## src/hw/rtl/iirdf_pkg.sv

```systemverilog
// ----------------------------------------------------------------------------
// iirdf_pkg
// Shared types, constants and helpers for the third-order direct-form-I
// IIR filter.
// ----------------------------------------------------------------------------
package iirdf_pkg;

  localparam int DATA_W         = 16;
  localparam int COEF_W         = 16;
  localparam int TAPS           = 4;
  localparam int COEF_FRAC_BITS = 12;
  localparam int HIST_DEPTH     = 3;
  localparam int NUM_REGS       = 7;

  localparam int NUM_TERMS = 2 * TAPS - 1;
  localparam int CNT_W     = $clog2(NUM_TERMS + 2);
  localparam int LAST_CNT  = NUM_TERMS + 1;

  // one ring per history, one spare slot for the entry being written
  localparam int RING_W    = $clog2(HIST_DEPTH + 1);
  localparam int MEM_AW    = RING_W + 1;
  localparam int MEM_DEPTH = 2 ** MEM_AW;

  localparam int PROD_W = DATA_W + COEF_W;
  localparam int ACC_W  = PROD_W + $clog2(NUM_TERMS + 1) + 1;

  localparam int REG_AW  = $clog2(NUM_REGS);
  localparam int PADDR_W = REG_AW + 2;
  localparam int PDATA_W = 32;

  localparam logic [ACC_W-1:0] ROUND_BIAS = ACC_W'(1) << (COEF_FRAC_BITS - 1);

  localparam logic HIST_X = 1'b0;
  localparam logic HIST_Y = 1'b1;

  typedef enum logic [REG_AW-1:0] {
    REG_FF_COEF_0 = 3'd0,
    REG_FF_COEF_1 = 3'd1,
    REG_FF_COEF_2 = 3'd2,
    REG_FF_COEF_3 = 3'd3,
    REG_FB_COEF_1 = 3'd4,
    REG_FB_COEF_2 = 3'd5,
    REG_FB_COEF_3 = 3'd6
  } reg_idx_t;

  typedef enum logic [1:0] {
    ST_IDLE,
    ST_RUN,
    ST_FINISH
  } state_t;

  typedef struct packed {
    logic init;
    logic mul_en;
    logic acc_en;
    logic sub;
  } mac_ctrl_t;

  function automatic logic [COEF_W-1:0] coef_reset(input int idx);
    logic [COEF_W-1:0] v;
    v = '0;
    if (idx == int'(REG_FF_COEF_0)) begin
      v = COEF_W'(1) << COEF_FRAC_BITS;
    end
    return v;
  endfunction

  // term 0..TAPS-1 are feed-forward, the rest feedback
  function automatic logic [REG_AW-1:0] term_reg(input logic [CNT_W-1:0] t);
    int v;
    if (int'(t) < TAPS) begin
      v = int'(t);
    end else begin
      v = int'(t) - TAPS + int'(REG_FB_COEF_1);
    end
    return REG_AW'(v);
  endfunction

endpackage

```

## src/hw/rtl/iirdf_mac.sv

```systemverilog
// ----------------------------------------------------------------------------
// iirdf_mac
// Shared multiply-accumulate unit: registered product, accumulator with
// rounding bias preload, and a round/saturate stage on the output.
// ----------------------------------------------------------------------------
module iirdf_mac (
  input  logic                                 clk,
  input  iirdf_pkg::mac_ctrl_t                 ctrl,
  input  logic signed [iirdf_pkg::COEF_W-1:0]  coef,
  input  logic signed [iirdf_pkg::DATA_W-1:0]  operand,
  output logic signed [iirdf_pkg::DATA_W-1:0]  result
);
  import iirdf_pkg::*;

  localparam logic signed [ACC_W-1:0] SAT_MAX = ACC_W'((2 ** (DATA_W - 1)) - 1);
  localparam logic signed [ACC_W-1:0] SAT_MIN = -SAT_MAX - ACC_W'(1);

  logic signed [PROD_W-1:0] prod_r;
  logic signed [ACC_W-1:0]  acc_r;
  logic signed [ACC_W-1:0]  q;

  always_ff @(posedge clk) begin
    if (ctrl.mul_en) begin
      prod_r <= coef * operand;
    end
  end

  always_ff @(posedge clk) begin
    if (ctrl.init) begin
      acc_r <= $signed(ROUND_BIAS);
    end else if (ctrl.acc_en) begin
      if (ctrl.sub) begin
        acc_r <= acc_r - ACC_W'(prod_r);
      end else begin
        acc_r <= acc_r + ACC_W'(prod_r);
      end
    end
  end

  always_comb begin
    q = acc_r >>> COEF_FRAC_BITS;
    if (q > SAT_MAX) begin
      result = SAT_MAX[DATA_W-1:0];
    end else if (q < SAT_MIN) begin
      result = SAT_MIN[DATA_W-1:0];
    end else begin
      result = q[DATA_W-1:0];
    end
  end

endmodule

```

## src/hw/rtl/iir_filter_direct_form.sv

```systemverilog
// ----------------------------------------------------------------------------
// iir_filter_direct_form
// Third-order direct-form-I IIR filter, Q4.12 coefficients, 16-bit samples.
// ----------------------------------------------------------------------------
// One sample is processed at a time, and a new sample is accepted only once
// the previous one is done: the seven products go one per cycle through a single
// shared 16x16 multiplier, fed from the history RAM (registered read),
// followed by the round/saturate in the finish state. A stalled result holds
// the block in its finish state until the output is taken. Both histories live
// in a small ring RAM; restart or reset invalidates every entry at once.
module iir_filter_direct_form (
  input  logic                                  clk,
  input  logic                                  rst_n,
  input  logic                                  in_valid,
  output logic                                  in_stall,
  input  logic signed [iirdf_pkg::DATA_W-1:0]   in_sample,
  input  logic                                  in_restart,
  output logic                                  out_valid,
  input  logic                                  out_stall,
  output logic signed [iirdf_pkg::DATA_W-1:0]   out_filtered,
  input  logic                                  psel,
  input  logic                                  penable,
  input  logic                                  pwrite,
  input  logic [iirdf_pkg::PADDR_W-1:0]         paddr,
  input  logic [iirdf_pkg::PDATA_W-1:0]         pwdata,
  output logic [iirdf_pkg::PDATA_W-1:0]         prdata,
  output logic                                  pready
);
  import iirdf_pkg::*;

  state_t                    state_r, state_nxt;
  logic [CNT_W-1:0]          cnt_r, cnt_nxt;
  logic [RING_W-1:0]         ptr_r;
  logic signed [DATA_W-1:0]  sample_r;
  logic [COEF_W-1:0]         coef_r [NUM_REGS];

  logic [DATA_W-1:0]         hist_mem [MEM_DEPTH];
  logic [MEM_DEPTH-1:0]      vld_r;
  logic [DATA_W-1:0]         rd_data_r;
  logic                      rd_vld_r;
  logic                      rd_en;
  logic [MEM_AW-1:0]         rd_addr;
  logic                      wr_en;
  logic [MEM_AW-1:0]         wr_addr;
  logic [DATA_W-1:0]         wr_data;

  logic                      out_valid_r;
  logic signed [DATA_W-1:0]  out_filtered_r;

  logic                      in_accept;
  logic                      out_free;
  logic                      fin_go;
  logic [CNT_W-1:0]          term_mul;
  logic [CNT_W-1:0]          term_acc;
  logic [CNT_W-1:0]          rd_off;
  logic                      rd_is_ff;

  mac_ctrl_t                 mac_ctrl;
  logic signed [COEF_W-1:0]  mac_coef;
  logic signed [DATA_W-1:0]  mac_operand;
  logic signed [DATA_W-1:0]  mac_result;

  logic [REG_AW-1:0]         reg_idx;
  logic                      reg_ok;
  logic                      cfg_wr;

  // --------------------------------------------------------------------------
  // Configuration port
  // --------------------------------------------------------------------------
  assign pready  = 1'b1;
  assign reg_idx = paddr[PADDR_W-1:2];
  assign reg_ok  = int'(reg_idx) < NUM_REGS;
  assign cfg_wr  = psel && penable && pwrite && pready;
  assign prdata  = reg_ok ? PDATA_W'(coef_r[reg_idx]) : '0;

  always_ff @(posedge clk) begin
    if (!rst_n) begin
      for (int i = 0; i < NUM_REGS; i++) begin
        coef_r[i] <= coef_reset(i);
      end
    end else if (cfg_wr && reg_ok) begin
      coef_r[reg_idx] <= pwdata[COEF_W-1:0];
    end
  end

  // --------------------------------------------------------------------------
  // Handshake
  // --------------------------------------------------------------------------
  assign in_stall     = (state_r != ST_IDLE);
  assign in_accept    = in_valid && !in_stall;
  assign out_free     = !out_valid_r || !out_stall;
  assign fin_go       = (state_r == ST_FINISH) && out_free;
  assign out_valid    = out_valid_r;
  assign out_filtered = out_filtered_r;

  // --------------------------------------------------------------------------
  // Sequencer
  // --------------------------------------------------------------------------
  always_comb begin
    state_nxt = state_r;
    cnt_nxt   = cnt_r;
    unique case (state_r)
      ST_IDLE: begin
        cnt_nxt = '0;
        if (in_accept) begin
          state_nxt = ST_RUN;
        end
      end
      ST_RUN: begin
        cnt_nxt = cnt_r + CNT_W'(1);
        if (cnt_r == CNT_W'(LAST_CNT)) begin
          state_nxt = ST_FINISH;
        end
      end
      ST_FINISH: begin
        if (out_free) begin
          state_nxt = ST_IDLE;
        end
      end
      default: begin
        state_nxt = ST_IDLE;
      end
    endcase
  end

  assign term_mul = cnt_r - CNT_W'(1);
  assign term_acc = cnt_r - CNT_W'(2);
  assign rd_is_ff = int'(cnt_r) < TAPS;
  assign rd_off   = rd_is_ff ? cnt_r : cnt_r - CNT_W'(TAPS - 1);

  always_comb begin
    mac_ctrl = '0;
    rd_en    = 1'b0;
    rd_addr  = {rd_is_ff ? HIST_X : HIST_Y, ptr_r - rd_off[RING_W-1:0]};
    wr_en    = 1'b0;
    wr_addr  = {HIST_X, ptr_r};
    wr_data  = sample_r;
    unique case (state_r)
      ST_IDLE: begin
        mac_ctrl.init = in_accept;
      end
      ST_RUN: begin
        wr_en           = (cnt_r == '0);
        rd_en           = (cnt_r >= CNT_W'(1)) && (cnt_r < CNT_W'(NUM_TERMS));
        mac_ctrl.mul_en = (cnt_r >= CNT_W'(1)) && (cnt_r <= CNT_W'(NUM_TERMS));
        mac_ctrl.acc_en = (cnt_r >= CNT_W'(2));
        mac_ctrl.sub    = (int'(term_acc) >= TAPS);
      end
      ST_FINISH: begin
        wr_en   = out_free;
        wr_addr = {HIST_Y, ptr_r};
        wr_data = mac_result;
      end
      default: begin
        mac_ctrl = '0;
      end
    endcase
  end

  always_ff @(posedge clk) begin
    if (!rst_n) begin
      state_r <= ST_IDLE;
      cnt_r   <= '0;
      ptr_r   <= '0;
    end else begin
      state_r <= state_nxt;
      cnt_r   <= cnt_nxt;
      if (fin_go) begin
        ptr_r <= ptr_r + RING_W'(1);
      end
    end
  end

  always_ff @(posedge clk) begin
    if (in_accept) begin
      sample_r <= in_sample;
    end
  end

  // --------------------------------------------------------------------------
  // History RAM
  // --------------------------------------------------------------------------
  always_ff @(posedge clk) begin
    if (wr_en) begin
      hist_mem[wr_addr] <= wr_data;
    end
    if (rd_en) begin
      rd_data_r <= hist_mem[rd_addr];
      rd_vld_r  <= vld_r[rd_addr];
    end
  end

  always_ff @(posedge clk) begin
    if (!rst_n) begin
      vld_r <= '0;
    end else if (in_accept && in_restart) begin
      vld_r <= '0;
    end else if (wr_en) begin
      vld_r[wr_addr] <= 1'b1;
    end
  end

  // --------------------------------------------------------------------------
  // MAC
  // --------------------------------------------------------------------------
  assign mac_coef    = $signed(coef_r[term_reg(term_mul)]);
  assign mac_operand = (term_mul == '0) ? sample_r :
                       (rd_vld_r ? $signed(rd_data_r) : '0);

  iirdf_mac u_mac (
    .clk     (clk),
    .ctrl    (mac_ctrl),
    .coef    (mac_coef),
    .operand (mac_operand),
    .result  (mac_result)
  );

  // --------------------------------------------------------------------------
  // Output register
  // --------------------------------------------------------------------------
  always_ff @(posedge clk) begin
    if (!rst_n) begin
      out_valid_r <= 1'b0;
    end else if (fin_go) begin
      out_valid_r <= 1'b1;
    end else if (!out_stall) begin
      out_valid_r <= 1'b0;
    end
  end

  always_ff @(posedge clk) begin
    if (fin_go) begin
      out_filtered_r <= mac_result;
    end
  end

endmodule

```

## config.mk

```make
export PLATFORM = sky130hd
export DESIGN_NAME = iir_filter_direct_form
export DESIGN_NICKNAME = d
export VERILOG_FILES = /design/src/hw/rtl/iirdf_pkg.sv /design/src/hw/rtl/iirdf_mac.sv /design/src/hw/rtl/iir_filter_direct_form.sv
export SDC_FILE = /design/constraint.sdc
export NUM_CORES = 1
export LEC_CHECK = 0
export ABC_AREA = 1
export BUFFER_PORTS_ARGS = -buffer_cell sky130_fd_sc_hd__buf_4
export CORE_ASPECT_RATIO = 1.5
export CORE_MARGIN = 2
export CORE_UTILIZATION = 55
export CTS_BUF_LIST = sky130_fd_sc_hd__clkbuf_8
export CTS_CLUSTER_SIZE = 16
export DETAILED_ROUTE_END_ITERATION = 10
export GPL_TIMING_DRIVEN = 0
export PLACE_DENSITY = 0.69
export SETUP_SLACK_MARGIN = 0.02
export SYNTH_ARGS = -nofsm -noshare
export SYNTH_HDL_FRONTEND = slang
export SYNTH_HIERARCHICAL = 1
export SYNTH_SLANG_ARGS = --single-unit
```

## constraint.sdc

```tcl
create_clock -name clk -period 14.5 [get_ports clk]
set_input_delay 2.175 -clock clk [delete_from_list [all_inputs] [get_ports clk]]
set_output_delay 2.175 -clock clk [all_outputs]
set_load 0.1 [all_outputs]
```

### Word-level counts from Yosys, hierarchy flattened

Memories as Yosys holds them, arrays and structs flattened. A register that Yosys moved wholly into a read port is not among the register bits.
Cells that the tools add are included.

* add/sub/neg operators: 10
* $mul: 1
* magnitude comparators: 13
* equality and inequality tests: 7
* multiplexer cells: 36
* bitwise operators: 2
* reductions and logical operators: 21

Operators by type and width (count)
* $mux 16: 8
* $add 36x32->36: 1
* $mux 36: 1
* $sub 36x32->36: 1
* $mul 16x16->32: 1
* $gt 24x16->1 const B: 1
* $lt 24x16->1 const B: 1
* $reduce_or 16->1: 1
* $mux 1: 14
* $lt 4x3->1 const B: 3
* $mux 3: 4
* $logic_and 1x1->1: 9
* $logic_not 4->1: 2
* $lt 3x4->1 const B: 2
* $mux 2: 4
* $or 8x8->8: 1
* $pmux 4 s2: 1
* $ne 2x2->1 const B: 3
* $pmux 2 s3: 1
* $add 4x1->4 const B: 1
* $eq 4x4->1 const B: 1
* $ge 4x1->1 const B: 1
* $ge 4x2->1 const B: 1
* $ge 4x3->1 const B: 1
* other kinds (23): 26

* register bits: 118
* bits in writable memories: 240
* output and inout bits: 51
* word-level logic and storage cells: 102
* memories: 2

Memories
* hist_mem: depth 8, width 16, read ports 1, clocked after Yosys merged registers in 1, write ports 1, line iir_filter_direct_form.sv:37 `logic [DATA_W-1:0] hist_mem [MEM_DEPTH];`
* coef_r: depth 7, width 16, read ports 2, clocked after Yosys merged registers in 0, write ports 7, line iir_filter_direct_form.sv:35 `logic [COEF_W-1:0] coef_r [NUM_REGS];`

### Longest topological paths before layout

* depth after elaboration: 8
* depth in mapped cells: 37
* gate-level depth less buffers: 33

### Cells and area by module

Netlist, hierarchy kept.

By module, submodules not included
* iirdf_mac: instances 1, cells each 2192, area an instance 16139.2 um^2
* iir_filter_direct_form: instances 1, cells each 1556, area an instance 15248.4 um^2

### Least setup slack after synthesis

OpenSTA, ideal clock, no wires.

* kind: register to register
* start: reg cnt_r[0]
* end: reg u_mac.prod_r[28] (data pin)
* arrival time: 7029 ps
* data required time: 14248 ps
* path slack: 7218 ps
* stages on the path, launching flop included: 36
* buffers on the path: 6
* cells stage by stage: dfxtp_1 > buf_2 > inv_2 > clkbuf_1 > ha_1 > clkbuf_1 > buf_1 > a21oi_1 > o21ai_0 > o21ai_0 > nand2_1 > o21ai_1 > clkbuf_1 > clkbuf_1 > nand2_1 > fa_1 > fa_1 > fa_1 > inv_1 > fa_1 > fa_1 > inv_1 > fa_1 > inv_1 > ha_1 > nand2_1 > inv_1 > a21oi_1 > nand2_1 > nand2_1 > nand3_1 > a21o_1 > nand2_1 > nand2_1 > nand2_1 > nand2_1

* word-level cells in the longest chain between the ends: 6

RTL lines
* from (decl): line iir_filter_direct_form.sv:32 `logic [CNT_W-1:0] cnt_r, cnt_nxt;`
* from (signal assigned): line iir_filter_direct_form.sv:167 `cnt_r <= cnt_nxt;`
* $sub 4x1->4 (*): line iir_filter_direct_form.sv:126 `assign term_mul = cnt_r - CNT_W'(1);`
* $sub 3x3->3: line iirdf_pkg.sv:74 `v = int'(t) - TAPS + int'(REG_FB_COEF_1);`
* $add 3x3->3: line iirdf_pkg.sv:74
* $mux 3 (*): line iirdf_pkg.sv:71 `if (int'(t) < TAPS) begin`
* $mem_v2 7x16 (*)
* via mac_coef[11]: line iir_filter_direct_form.sv:59 `logic signed [COEF_W-1:0] mac_coef;`
* $mul 16x16->32 (*): line iirdf_mac.sv:24 `prod_r <= coef * operand;`
* to (signal assigned): line iirdf_mac.sv:24
* to (decl): line iirdf_mac.sv:18 `logic signed [PROD_W-1:0] prod_r;`

Mark *: on every way through the listed nets, which the timed path passes. The rest lies on a longest branch.
A chain may end at the register's enable or synchronous reset.

### Worst setup path in the final report

* start: reg cnt_r[0]
* end: reg u_mac.prod_r[29] (data pin)

The elaborated chain is that of the path after synthesis.

==> metrics.csv <==
stage,metric,value,unit
placed_design,GPL Wtd Cong,0.981,
yosys,register bit total from synthesis,390,
setup_path,end of the critical path,u_mac/prod_r[29]$_DFFE_PP_,
global_route,Overflow after GRT,0,
timing,Fin Setup TNS,0,ns
clock_network,worst skew pair latency,0.73,ns
yosys,async set-reset flop share out of synthesis,0,
setup_path,Setup crit start kind,flop,
timing,Slew @ Worst Pin,1.22,ns
yosys,post-synth cell types,59,
yosys,Post-synth EDFFs,321,
placed_design,dpl cells,4619,
setup_path,CP startpoint,cnt_r[0]$_SDFFE_PN0P_,
final_layout,Multi-input gate area,16800,µm²
yosys,area of the mapped netlist,31400,µm²
global_route,total global-route track usage,0.321,
yosys,main area contributors after synthesis,"edfxtp_1 (31%), fa_1 (17%), nand2_1 (9.1%)",
clock_network,Max Root-Sink Buffers,3,
final_layout,P&R area growth vs syn,9.46,%
timing,clock skew,0.0556,ns
routing,vias per std cell,5.40,
setup_path,Worst Path Buf+Inv,13,
die,Die Y,297,µm
timing,Max-slew headroom,0.185,
clock_network,"Setup Fix Bufs, Post-CTS",0,
setup_path,crit-path max FO,10,
setup_path,worst path arrival time,10.07,ns
setup_path,max incr delay on CP,0.58,ns
final_layout,final core utilization,0.607,
final_layout,fin area,34400,µm²
yosys,Avg Inst Size Synth,8.37,µm²
final_layout,FF/Latch Area,11000,µm²
routing,Remaining DRCs,0,
setup_path,RR Startpoint,cnt_r[0]$_SDFFE_PN0P_,
final_layout,# nets final,4371,
global_route,wire length of the first global-routing pass,142000,µm
routing,1st-pass router iterations,5,
final_layout,layout cells sized above 1,0.0788,
routing,Wirelength per Cell,19.5,µm
timing,final slew viol count,0,
die,num rows,107,
timing,RSZ-0062 raised after global routing,false,
placed_design,port bufs,75,
setup_path,Setup CP Type,reg -> reg,
timing,Setup-failing EPs final,0,
clock_network,Post-CTS Resized,0,
yosys,Yosys top cell by area,edfxtp_1,
clock_network,CTS root buf,clkbuf_8,
routing,initial DRC count,1874,
die,Die W,199,µm
yosys,"Warnings, synthesis",6,
yosys,"Seq/Total Area, Yosys",0.351,
clock_network,TritonCTS clock tree,yes,
setup_path,Worst path depth,36,
clock_network,clock-pin slew on the worst setup and hold paths,0.07,ns
status,status,"complete, no violations",
final_layout,final cell count without fillers,4734,
routing,Post-Route WL,92400,µm
clock_network,CTS Hold Bufs,0,
setup_path,flop2flop setup slack,4.86,ns
global_route,initial antenna violation count,1,
yosys,Yosys top cell area share,0.307,
clock_network,CTS Buf Count,60,
setup_path,Reg2Reg Capture Point,u_mac/prod_r[29]$_DFFE_PP_,
setup_path,FF-to-FF path depth,36,
global_route,vias in the first global route,26400,
die,Die ar.,59000,µm²
die,initial core utilization,0.554,
setup_path,family with the most delay on the worst path,adder cells,
setup_path,Crit. End Element,flop,
yosys,post-synthesis instance total,3748,
yosys,Synth Flop Type,edfxtp_1,
timing,Peak Freq,104,MHz
clock_network,H-tree levels,2,
timing,min Tclk post-route,9.64,ns
global_route,largest net degree at the start of global routing,33,
die,floorplan core area,56600,µm²
final_layout,filler instances,5251,
setup_path,WP data required,14.94,ns
routing,post-route ant nets,0,
die,num ports,112,
routing,vias,25600,
hold_path,HP Class,reg -> reg,
flow_run,max-cap viol count,0,
placed_design,"Cell Area, Placed",33100,µm²
setup_path,slowest stage cell on the critical path,fa_1,
placed_design,HPWL Detailed,74000,µm
timing,final hold viol count,0,
clock_network,Sink Count,390,
timing,period utilisation layout,0.665,
==> through the flow <==
| step | hold slack (ns) | setup slack, ns |
|---|---|---|
| floorplan | 0.430 | 7.22 |
| global placement | 0.438 | 5.19 |
| detailed placement | 0.442 | 5.09 |
| CTS | 0.452 | 5.04 |
| global route | 0.482 | 4.45 |
| finish | 0.453 | 4.86 |
==> cell type report <==
type / instances / area share
diodes: 1 / 0.0000728
repair buffers: 77 / 0.0172
flip-flops and latches: 390 / 0.321
clock buffers: 68 / 0.0272
plain buffers: 188 / 0.0243
multi-input cells: 2451 / 0.490
inverters: 750 / 0.0821
well taps: 763 / 0.0278
clock inverters: 46 / 0.0106
==> per-layer routing <==
metal  vias up  global-route usage  wire [µm]
li1      12100                   -          -
met1     12100               0.337      32000
met2      1000               0.599      48700
met3       315              0.0441       5370
met4         0               0.202       6380
met5         -                   0          0
==> worst min path at each step <==
stage | cells after the start | to | slack, ns | from
global placement | 2 | vld_r[4]$_SDFFE_PP0P_ | 0.44 | vld_r[4]$_SDFFE_PP0P_
detailed placement | 2 | vld_r[6]$_SDFFE_PP0P_ | 0.44 | vld_r[6]$_SDFFE_PP0P_
finish | 2 | vld_r[6]$_SDFFE_PP0P_ | 0.45 | vld_r[6]$_SDFFE_PP0P_
global route | 2 | vld_r[1]$_SDFFE_PP0P_ | 0.48 | vld_r[1]$_SDFFE_PP0P_
CTS | 2 | vld_r[6]$_SDFFE_PP0P_ | 0.45 | vld_r[6]$_SDFFE_PP0P_
floorplan | 2 | vld_r[2]$_SDFFE_PP0P_ | 0.43 | vld_r[2]$_SDFFE_PP0P_
==> worst register-to-register path, delay by kind of cell, from the launching register on <==
family	cells	cell delay (ns)
compound gates	5	0.73
buf+inv	13	3.07
simple gates	10	1.48
fa+ha+maj	8	3.79
flops	1	0.33
==> Yosys cell counts (3+ instances only) <==
library cell,instances
nand4_1,22
buf_2,28
xnor2_1,20
clkinv_1,3
nor2_4,4
nor2_1,272
o31ai_1,3
o21bai_1,12
o21a_1,10
nand3_2,5
dfxtp_1,69
o21ai_2,3
a21oi_1,266
fa_1,263
nor3_1,17
a21oi_2,3
o21ai_1,20
ha_1,129
o21ai_0,210
clkbuf_1,119
inv_1,721
mux2i_1,32
edfxtp_1,321
buf_4,19
a21boi_0,32
nand2_1,758
inv_2,24
xor2_1,60
buf_6,3
o211ai_1,3
buf_1,19
nor2_2,20
nor3_2,3
nand2_2,17
nand3_1,186
a31oi_1,4
a21o_1,9
or2_2,5
nor4_1,5
==> state kept, by name, summed over array words and instances (netlist names) <==
| signal | cells |
|---|---|
| u_mac/acc_r | 36 |
| vld_r | 8 |
| u_mac/prod_r | 32 |
| sample_r | 16 |
| rd_vld_r | 1 |
| out_valid | 1 |
| out_filtered | 16 |
| rd_data_r | 16 |
| state_r | 2 |
| hist_mem | 128 |
| cnt_r | 4 |
| ptr_r | 2 |
| coef_r | 128 |
==> placed cells by master, fill, tap and decap left out, types with 60 or more instances in the layout <==
| cell | n |
|---|---|
| clkbuf_8 | 68 |
| buf_4 | 94 |
| dfxtp_1 | 69 |
| nand2_1 | 758 |
| nor2_1 | 272 |
| nand3_1 | 186 |
| ha_1 | 129 |
| clkbuf_1 | 119 |
| fa_1 | 263 |
| edfxtp_1 | 321 |
| o21ai_0 | 210 |
| inv_1 | 741 |
| xor2_1 | 60 |
| a21oi_1 | 265 |
==> cell families (layout without fill, tap and decap cells) <==
kind of cell / after synthesis / after routing / share of synthesized area
simple gates: 1327 / 1327 / 0.178
buf+inv: 938 / 1129 / 0.116
compound gates: 586 / 586 / 0.102
fa+ha+maj: 392 / 392 / 0.219
flops: 390 / 390 / 0.351
xor+xnor: 81 / 81 / 0.0228
mux: 32 / 32 / 0.0102
other cells: 2 / 34 / 0.000239
Power is left out: the tool's default activity adds up to more than one toggle a clock period on the data nets, which glitch-free logic cannot reach.
